==> src/rtl/hsv2rgb_pkg.sv <==
// Shared constants and types for the HSV to RGB converter.
`default_nettype none

package hsv2rgb_pkg;

  localparam int HueBits            = 9;
  localparam int FracBits           = 6;
  localparam int HueSector          = 60;
  localparam int HueTurn            = 360;
  localparam int ChannelBitsDefault = 8;

  typedef enum logic [2:0] {
    SECTOR_RED_YELLOW    = 3'd0,
    SECTOR_YELLOW_GREEN  = 3'd1,
    SECTOR_GREEN_CYAN    = 3'd2,
    SECTOR_CYAN_BLUE     = 3'd3,
    SECTOR_BLUE_MAGENTA  = 3'd4,
    SECTOR_MAGENTA_RED   = 3'd5
  } sector_e;

endpackage

`default_nettype wire

==> src/rtl/hsv_to_rgb_converter.sv <==
// Pipelined HSV to RGB color converter with stream handshakes on both sides.
// Throughput: one item per cycle while the output is not stalled; the nine register
// stages and their valid bits advance independently, so a stalled output only holds
// the stages it blocks.
// Reset clears the valid bits only; the data registers are not reset.
`default_nettype none

module hsv_to_rgb_converter #(
  parameter int CHANNEL_BITS = hsv2rgb_pkg::ChannelBitsDefault
) (
  input  wire logic                                      clk_i,
  input  wire logic                                      rst_ni,
  input  wire logic                                      s_axis_tvalid,
  output logic                                           s_axis_tready,
  // Fields from bit 0 up: hue, saturation, brightness.
  input  wire logic [((hsv2rgb_pkg::HueBits + 2 * CHANNEL_BITS + 7) / 8) * 8 - 1:0]
                                                         s_axis_tdata,
  output logic                                           m_axis_tvalid,
  input  wire logic                                      m_axis_tready,
  // Fields from bit 0 up: red, green, blue.
  output logic [((3 * CHANNEL_BITS + 7) / 8) * 8 - 1:0]  m_axis_tdata
);

  localparam int C      = CHANNEL_BITS;
  localparam int HB     = hsv2rgb_pkg::HueBits;
  localparam int FB     = hsv2rgb_pkg::FracBits;
  localparam int NW     = C + FB;
  localparam int MW     = NW - 5;
  localparam int PW     = NW + MW;
  localparam int YW     = 2 * C;
  localparam int OutW   = ((3 * C + 7) / 8) * 8;
  localparam int NS     = 9;
  localparam int DivM   = (2 ** NW) / hsv2rgb_pkg::HueSector;

  localparam logic [C-1:0]  Full   = C'((2 ** C) - 1);
  localparam logic [NW-1:0] FullD  = NW'(((2 ** C) - 1) * hsv2rgb_pkg::HueSector);
  localparam logic [PW-1:0] RecipM = PW'(DivM);
  localparam logic [NW-1:0] Sec60  = NW'(hsv2rgb_pkg::HueSector);
  localparam logic [HB-1:0] Turn   = HB'(hsv2rgb_pkg::HueTurn);
  localparam logic [HB-1:0] Hs     = HB'(hsv2rgb_pkg::HueSector);

  // Handshake and valid bits.
  logic [NS-1:0] en;
  logic [NS-1:0] valid_d, valid_q;

  always_comb begin
    en[NS-1] = ~valid_q[NS-1] | m_axis_tready;
    for (int i = NS - 2; i >= 0; i--) begin
      en[i] = ~valid_q[i] | en[i+1];
    end
  end

  always_comb begin
    valid_d[0] = en[0] ? s_axis_tvalid : valid_q[0];
    for (int i = 1; i < NS; i++) begin
      valid_d[i] = en[i] ? valid_q[i-1] : valid_q[i];
    end
  end

  always_ff @(posedge clk_i or negedge rst_ni) begin
    if (!rst_ni) begin
      valid_q <= '0;
    end else begin
      valid_q <= valid_d;
    end
  end

  assign s_axis_tready = en[0];
  assign m_axis_tvalid = valid_q[NS-1];

  // Stage 1: hue wrap, sector and offset within the sector.
  logic [HB-1:0] in_hue, hue_w;
  logic [C-1:0]  in_sat, in_val;
  logic [2:0]    sec_num;
  logic [HB-1:0] sec_base;

  assign in_hue = s_axis_tdata[HB-1:0];
  assign in_sat = s_axis_tdata[HB +: C];
  assign in_val = s_axis_tdata[HB + C +: C];

  always_comb begin
    hue_w    = (in_hue >= Turn) ? in_hue - Turn : in_hue;
    sec_num  = 3'(hue_w >= Hs) + 3'(hue_w >= 2 * Hs) + 3'(hue_w >= 3 * Hs)
             + 3'(hue_w >= 4 * Hs) + 3'(hue_w >= 5 * Hs);
    sec_base = HB'(sec_num) * Hs;
  end

  hsv2rgb_pkg::sector_e s1_sec_q;
  logic [FB-1:0]        s1_frac_q;
  logic [C-1:0]         s1_sat_q, s1_val_q;

  always_ff @(posedge clk_i) begin
    if (en[0]) begin
      s1_sec_q  <= hsv2rgb_pkg::sector_e'(sec_num);
      s1_frac_q <= FB'(hue_w - sec_base);
      s1_sat_q  <= in_sat;
      s1_val_q  <= in_val;
    end
  end

  // Stage 2: numerators of p, q and t.
  logic [NW-1:0] s_frac, s_cofrac;

  assign s_frac   = NW'(s1_sat_q) * NW'(s1_frac_q);
  assign s_cofrac = NW'(s1_sat_q) * (Sec60 - NW'(s1_frac_q));

  hsv2rgb_pkg::sector_e s2_sec_q;
  logic [NW-1:0]        s2_nq_q, s2_nt_q;
  logic [C-1:0]         s2_ns_q, s2_val_q;

  always_ff @(posedge clk_i) begin
    if (en[1]) begin
      s2_sec_q <= s1_sec_q;
      s2_nq_q  <= FullD - s_frac;
      s2_nt_q  <= FullD - s_cofrac;
      s2_ns_q  <= Full - s1_sat_q;
      s2_val_q <= s1_val_q;
    end
  end

  // Stage 3: numerator divided by 60, reciprocal estimate.
  logic [PW-1:0] nq_prod, nt_prod;

  assign nq_prod = PW'(s2_nq_q) * RecipM;
  assign nt_prod = PW'(s2_nt_q) * RecipM;

  hsv2rgb_pkg::sector_e s3_sec_q;
  logic [NW-1:0]        s3_nq_q, s3_nt_q;
  logic [C-1:0]         s3_eq_q, s3_et_q, s3_ns_q, s3_val_q;

  always_ff @(posedge clk_i) begin
    if (en[2]) begin
      s3_sec_q <= s2_sec_q;
      s3_nq_q  <= s2_nq_q;
      s3_nt_q  <= s2_nt_q;
      s3_eq_q  <= nq_prod[NW +: C];
      s3_et_q  <= nt_prod[NW +: C];
      s3_ns_q  <= s2_ns_q;
      s3_val_q <= s2_val_q;
    end
  end

  // Stage 4: correct the estimate, split numerator into quotient and remainder.
  logic [NW-1:0] rq, rt;
  logic          fix_q, fix_t;

  always_comb begin
    rq    = s3_nq_q - NW'(s3_eq_q) * Sec60;
    rt    = s3_nt_q - NW'(s3_et_q) * Sec60;
    fix_q = (rq >= Sec60);
    fix_t = (rt >= Sec60);
  end

  hsv2rgb_pkg::sector_e s4_sec_q;
  logic [C-1:0]         s4_q1_q, s4_t1_q, s4_ns_q, s4_val_q;
  logic [FB-1:0]        s4_q0_q, s4_t0_q;

  always_ff @(posedge clk_i) begin
    if (en[3]) begin
      s4_sec_q <= s3_sec_q;
      s4_q1_q  <= fix_q ? s3_eq_q + C'(1) : s3_eq_q;
      s4_t1_q  <= fix_t ? s3_et_q + C'(1) : s3_et_q;
      s4_q0_q  <= fix_q ? FB'(rq - Sec60) : FB'(rq);
      s4_t0_q  <= fix_t ? FB'(rt - Sec60) : FB'(rt);
      s4_ns_q  <= s3_ns_q;
      s4_val_q <= s3_val_q;
    end
  end

  // Stage 5: scale by brightness.
  hsv2rgb_pkg::sector_e s5_sec_q;
  logic [YW-1:0]        s5_qhi_q, s5_thi_q, s5_p_q;
  logic [NW-1:0]        s5_qlo_q, s5_tlo_q;
  logic [C-1:0]         s5_val_q;

  always_ff @(posedge clk_i) begin
    if (en[4]) begin
      s5_sec_q <= s4_sec_q;
      s5_qhi_q <= YW'(s4_val_q) * YW'(s4_q1_q);
      s5_thi_q <= YW'(s4_val_q) * YW'(s4_t1_q);
      s5_qlo_q <= NW'(s4_val_q) * NW'(s4_q0_q);
      s5_tlo_q <= NW'(s4_val_q) * NW'(s4_t0_q);
      s5_p_q   <= YW'(s4_val_q) * YW'(s4_ns_q);
      s5_val_q <= s4_val_q;
    end
  end

  // Stage 6: low partial products divided by 60, reciprocal estimate.
  logic [PW-1:0] lq_prod, lt_prod;

  assign lq_prod = PW'(s5_qlo_q) * RecipM;
  assign lt_prod = PW'(s5_tlo_q) * RecipM;

  hsv2rgb_pkg::sector_e s6_sec_q;
  logic [YW-1:0]        s6_qhi_q, s6_thi_q, s6_p_q;
  logic [NW-1:0]        s6_qlo_q, s6_tlo_q;
  logic [C-1:0]         s6_eq_q, s6_et_q, s6_val_q;

  always_ff @(posedge clk_i) begin
    if (en[5]) begin
      s6_sec_q <= s5_sec_q;
      s6_qhi_q <= s5_qhi_q;
      s6_thi_q <= s5_thi_q;
      s6_p_q   <= s5_p_q;
      s6_qlo_q <= s5_qlo_q;
      s6_tlo_q <= s5_tlo_q;
      s6_eq_q  <= lq_prod[NW +: C];
      s6_et_q  <= lt_prod[NW +: C];
      s6_val_q <= s5_val_q;
    end
  end

  // Stage 7: correct the estimate and recombine.
  logic [NW-1:0] lrq, lrt;
  logic [C-1:0]  lq, lt;

  always_comb begin
    lrq = s6_qlo_q - NW'(s6_eq_q) * Sec60;
    lrt = s6_tlo_q - NW'(s6_et_q) * Sec60;
    lq  = (lrq >= Sec60) ? s6_eq_q + C'(1) : s6_eq_q;
    lt  = (lrt >= Sec60) ? s6_et_q + C'(1) : s6_et_q;
  end

  hsv2rgb_pkg::sector_e s7_sec_q;
  logic [YW-1:0]        s7_yq_q, s7_yt_q, s7_yp_q;
  logic [C-1:0]         s7_val_q;

  always_ff @(posedge clk_i) begin
    if (en[6]) begin
      s7_sec_q <= s6_sec_q;
      s7_yq_q  <= s6_qhi_q + YW'(lq);
      s7_yt_q  <= s6_thi_q + YW'(lt);
      s7_yp_q  <= s6_p_q;
      s7_val_q <= s6_val_q;
    end
  end

  // Stage 8: division by full scale, estimate that is low by at most one.
  logic [YW:0] sq, st, sp;

  always_comb begin
    sq = (YW + 1)'(s7_yq_q) + (YW + 1)'(s7_yq_q >> C);
    st = (YW + 1)'(s7_yt_q) + (YW + 1)'(s7_yt_q >> C);
    sp = (YW + 1)'(s7_yp_q) + (YW + 1)'(s7_yp_q >> C);
  end

  hsv2rgb_pkg::sector_e s8_sec_q;
  logic [YW-1:0]        s8_yq_q, s8_yt_q, s8_yp_q;
  logic [C-1:0]         s8_zq_q, s8_zt_q, s8_zp_q, s8_val_q;

  always_ff @(posedge clk_i) begin
    if (en[7]) begin
      s8_sec_q <= s7_sec_q;
      s8_yq_q  <= s7_yq_q;
      s8_yt_q  <= s7_yt_q;
      s8_yp_q  <= s7_yp_q;
      s8_zq_q  <= sq[C +: C];
      s8_zt_q  <= st[C +: C];
      s8_zp_q  <= sp[C +: C];
      s8_val_q <= s7_val_q;
    end
  end

  // Stage 9: correct the quotient and route channels by sector.
  logic [YW:0]  fq, ft, fp;
  logic [C-1:0] cq, ct, cp;
  logic [C-1:0] red_d, green_d, blue_d;

  always_comb begin
    fq = (YW + 1)'(s8_yq_q) - ((YW + 1)'(s8_zq_q) << C) + (YW + 1)'(s8_zq_q);
    ft = (YW + 1)'(s8_yt_q) - ((YW + 1)'(s8_zt_q) << C) + (YW + 1)'(s8_zt_q);
    fp = (YW + 1)'(s8_yp_q) - ((YW + 1)'(s8_zp_q) << C) + (YW + 1)'(s8_zp_q);
    cq = (fq >= (YW + 1)'(Full)) ? s8_zq_q + C'(1) : s8_zq_q;
    ct = (ft >= (YW + 1)'(Full)) ? s8_zt_q + C'(1) : s8_zt_q;
    cp = (fp >= (YW + 1)'(Full)) ? s8_zp_q + C'(1) : s8_zp_q;
    case (s8_sec_q)
      hsv2rgb_pkg::SECTOR_RED_YELLOW: begin
        red_d = s8_val_q; green_d = ct; blue_d = cp;
      end
      hsv2rgb_pkg::SECTOR_YELLOW_GREEN: begin
        red_d = cq; green_d = s8_val_q; blue_d = cp;
      end
      hsv2rgb_pkg::SECTOR_GREEN_CYAN: begin
        red_d = cp; green_d = s8_val_q; blue_d = ct;
      end
      hsv2rgb_pkg::SECTOR_CYAN_BLUE: begin
        red_d = cp; green_d = cq; blue_d = s8_val_q;
      end
      hsv2rgb_pkg::SECTOR_BLUE_MAGENTA: begin
        red_d = ct; green_d = cp; blue_d = s8_val_q;
      end
      default: begin
        red_d = s8_val_q; green_d = cp; blue_d = cq;
      end
    endcase
  end

  logic [C-1:0] red_q, green_q, blue_q;

  always_ff @(posedge clk_i) begin
    if (en[8]) begin
      red_q   <= red_d;
      green_q <= green_d;
      blue_q  <= blue_d;
    end
  end

  assign m_axis_tdata = OutW'({blue_q, green_q, red_q});

endmodule

`default_nettype wire

==> config.mk <==
export PLATFORM = sky130hd
export DESIGN_NAME = hsv_to_rgb_converter
export DESIGN_NICKNAME = d
export VERILOG_FILES = /design/src/rtl/hsv2rgb_pkg.sv /design/src/rtl/hsv_to_rgb_converter.sv
export SDC_FILE = /design/constraint.sdc
export NUM_CORES = 2
export LEC_CHECK = 0
export BUFFER_PORTS_ARGS = -buffer_cell sky130_fd_sc_hd__buf_4
export CAP_MARGIN = 20
export CORE_MARGIN = 2
export CORE_UTILIZATION = 51
export DETAILED_ROUTE_END_ITERATION = 12
export PLACE_DENSITY = 0.66
export SLEW_MARGIN = 10
export SYNTH_ARGS = -nofsm -noshare
export SYNTH_HDL_FRONTEND = slang
export SYNTH_SLANG_ARGS = --single-unit
==> constraint.sdc <==
create_clock -name clk_i -period 7.6 [get_ports clk_i]
set_input_delay 0.76 -clock clk_i [delete_from_list [all_inputs] [get_ports clk_i]]
set_output_delay 0.76 -clock clk_i [all_outputs]
set_load 0.005 [all_outputs]
==> flow_summary.ini <==
[min_path]
holdPathStages = 1
hold_class = input pin to flip-flop
holdCritStartpoint = s_axis_tdata[14]

[yosys]
synth_area_mm2 = 0.04440
synthCells = 4071
ys_warn_count = 0
synthTopCellsByCount = 689 x inv_1, 672 x ha_1, 530 x edfxtp_1
synth_async_sr_flop_share_pct = 1.670
yosysSeqAreaShare_pct = 36.35
ys_top_cells_by_area = edfxtp_1 36%, ha_1 19%, fa_1 13%, inv_1 5.8%, xnor2_1 3.9%
netlist.area_leader.share_pct = 35.84
ys_ff_latch = 539
synth_flop_cell = edfxtp_1
syn_avg_cell_area_um2 = 10.91
yosysTopAreaCell = edfxtp_1
yosysUniqueCellTypes = 85
synth.net_count = 5075
synth_edf_count = 530
yosysMostFrequentCell = inv_1

[flow_run]
drv_cap = 0

[global_routing]
grt_pass1_vias = 28310
antenna_found_initial = 0
grtUsageTotal_pct = 18.46
grt_pass1_wl_um = 136300
grt_max_degree = 92
grt_overflow = 0

[timing]
timing_hold_violations_final = 0
fin_crit_ns = 7.019
max_freq_mhz = 142.5
setup_ws_ns = 0.5809
final_max_slew_viol_count = 0
skew_ns = 0.03524
worst-slew-pin-transition_ns = 1.099
slew_headroom_pct = 24.82
min_period_over_period_pct = 92.36
tns_ns = 0
setup_viol = 0

[place]
gp_congestion = 0.8659
dp_hpwl_um = 62310
post-place-cells = 5242
port-buffer-count = 54
placed_area_mm2 = 0.04623
pre_cts_slack_ns = 0.2056

[cts]
clock_latency_ns = 0.66
cts_tree = done
cts_buffer_depth = 3
cts.sinks = 539
clock-root-buffer = clkbuf_16
numCtsBuffers = 61
htreeDepth = 2
clk_pin_slew_worst_paths_ns = 0.06

[route]
wl_um = 79710
drtIter0Drc = 1114
drt-pass1-iter-count = 5
vias = 27840
vias_per_cell = 5.189
ant_nets = 0
drc = 0
wl_per_cell_um = 14.85

[setup_path]
critPathKind = flip-flop to flip-flop
critPathMaxFanout = 6
worstPathArrival_ns = 7.43
critPathMaxStageDelay_ns = 0.59
startpoint = s6_et_q[0]
worstPathRequired_ns = 8.01
start_kind = flip-flop
r2r-start = s6_et_q[0]
crit_top_cell = a21oi_1
endpoint_kind = flip-flop
slowest_stage = fa_1
worstRegToRegCells = 34

[floorplan]
num_rows = 108
boundaryPins = 62
dieWidth_um = 299.1
die-area_mm2 = 0.08944
initial_core_util_pct = 51.34
die_h_um = 299.1
core-area_mm2 = 0.08648

[final_layout]
fillCellCount = 7484
instances_no_fill = 5366
synthToLayoutAreaGrowth_pct = 9.342
drive_above_1_share_pct = 5.678
fin_nets = 5160
final_area_mm2 = 0.04855

[status]
status = finished clean
[layout make-up]
type                       instances  area (um^2)  share of cell area (%)
antenna                            2        5.005                 0.01031
clock buffer                      66         1567                   3.227
clock inverter                    50        620.6                   1.278
inverter                         690         2591                   5.337
multi-input combinational       2781        25510                   52.55
sequential                       539        16140                   33.25
tap                             1155         1445                   2.977
timing repair buffer              83        665.6                   1.371
[path summary, 6_finish.rpt]
path | slack [ns] | end
max | 0.58 | s7_yt_q[14]
min | 0.29 | s1_sat_q[5]
max reg2reg | 0.58 | s7_yt_q[14]
min reg2reg | 0.40 | s8_val_q[5]
max in group asynchronous | 6.99 | valid_q[7]
min in group asynchronous | 0.47 | valid_q[3]
[critical path: cells and delay by family, from the launching register on]
family                     cells  cell delay [ns]
AOI/OAI and AO/OA             13             2.26
xor gates and xnor gates       3             0.41
adders and majority gates      6             2.39
buffers and inverters          3             0.29
DFF                            1             0.46
and+or+nand+nor                9             0.96
[timing repair]
item	in CTS	in global routing
endpoints found under the setup margin	0	17
resized for setup	0	11
setup buffers	0	3
hold buffers	1	0
hold endpoints to repair	9	0
[flip-flops by register name (all words and copies together) (netlist names), 16 cells and up]
signal	count
s5_p_q	16
s5_qhi_q	16
s5_thi_q	16
s6_p_q	16
s6_qhi_q	16
s6_thi_q	16
s7_yp_q	16
s7_yq_q	16
s7_yt_q	16
s8_yp_q	16
s8_yq_q	16
s8_yt_q	16
[cells by family (layout without fill, tap and decap cells)]
logic type	after synthesis	count (layout)	synth area share (%)
adder cells (fa/ha/maj)	968	968	32.28
AND/OR/NAND/NOR	925	925	10.42
buffers and inverters	751	889	6.352
AO/OA/AOI/OAI	590	590	8.600
flip-flops	539	539	36.35
XOR/XNOR	274	274	5.436
multiplexers	24	24	0.5608
other	0	2	0
[metrics by stage]
stage	hold slack (ns)	util, %
after CTS	0.2442	55.99
final	0.2918	56.14
after global placement	0.4008	53.45
after global routing	0.2567	56.13
after floorplan	0.4003	-
after detailed placement	0.4045	53.45
[per-layer routing]
layer / track usage (%) / wire, um / vias up
met4: 4.976 / 1834 / 0
met5: 0 / 0 / -
met2: 31.89 / 37940 / 409
met1: 24.78 / 37420 / 13340
li1: - / - / 13980
met3: 2.022 / 2518 / 114
[placed cells by master, fill, tap and decap left out, drive strengths merged, types with 40 or more instances in the layout]
cell / netlist / layout
a21o: 61 / 61
a21oi: 166 / 166
and2: 216 / 216
buf: 3 / 82
clkbuf: 58 / 66
edfxtp: 530 / 530
fa: 296 / 296
ha: 672 / 672
inv: 689 / 692
nand2: 280 / 280
nand2b: 47 / 47
nand3: 54 / 54
nor2: 168 / 168
nor2b: 42 / 42
nor3: 40 / 40
o21ai: 130 / 130
xnor2: 200 / 200
xor2: 73 / 73
Power is left out: the tool's default activity adds up to more than one toggle a clock period on the data nets, which glitch-free logic cannot reach.
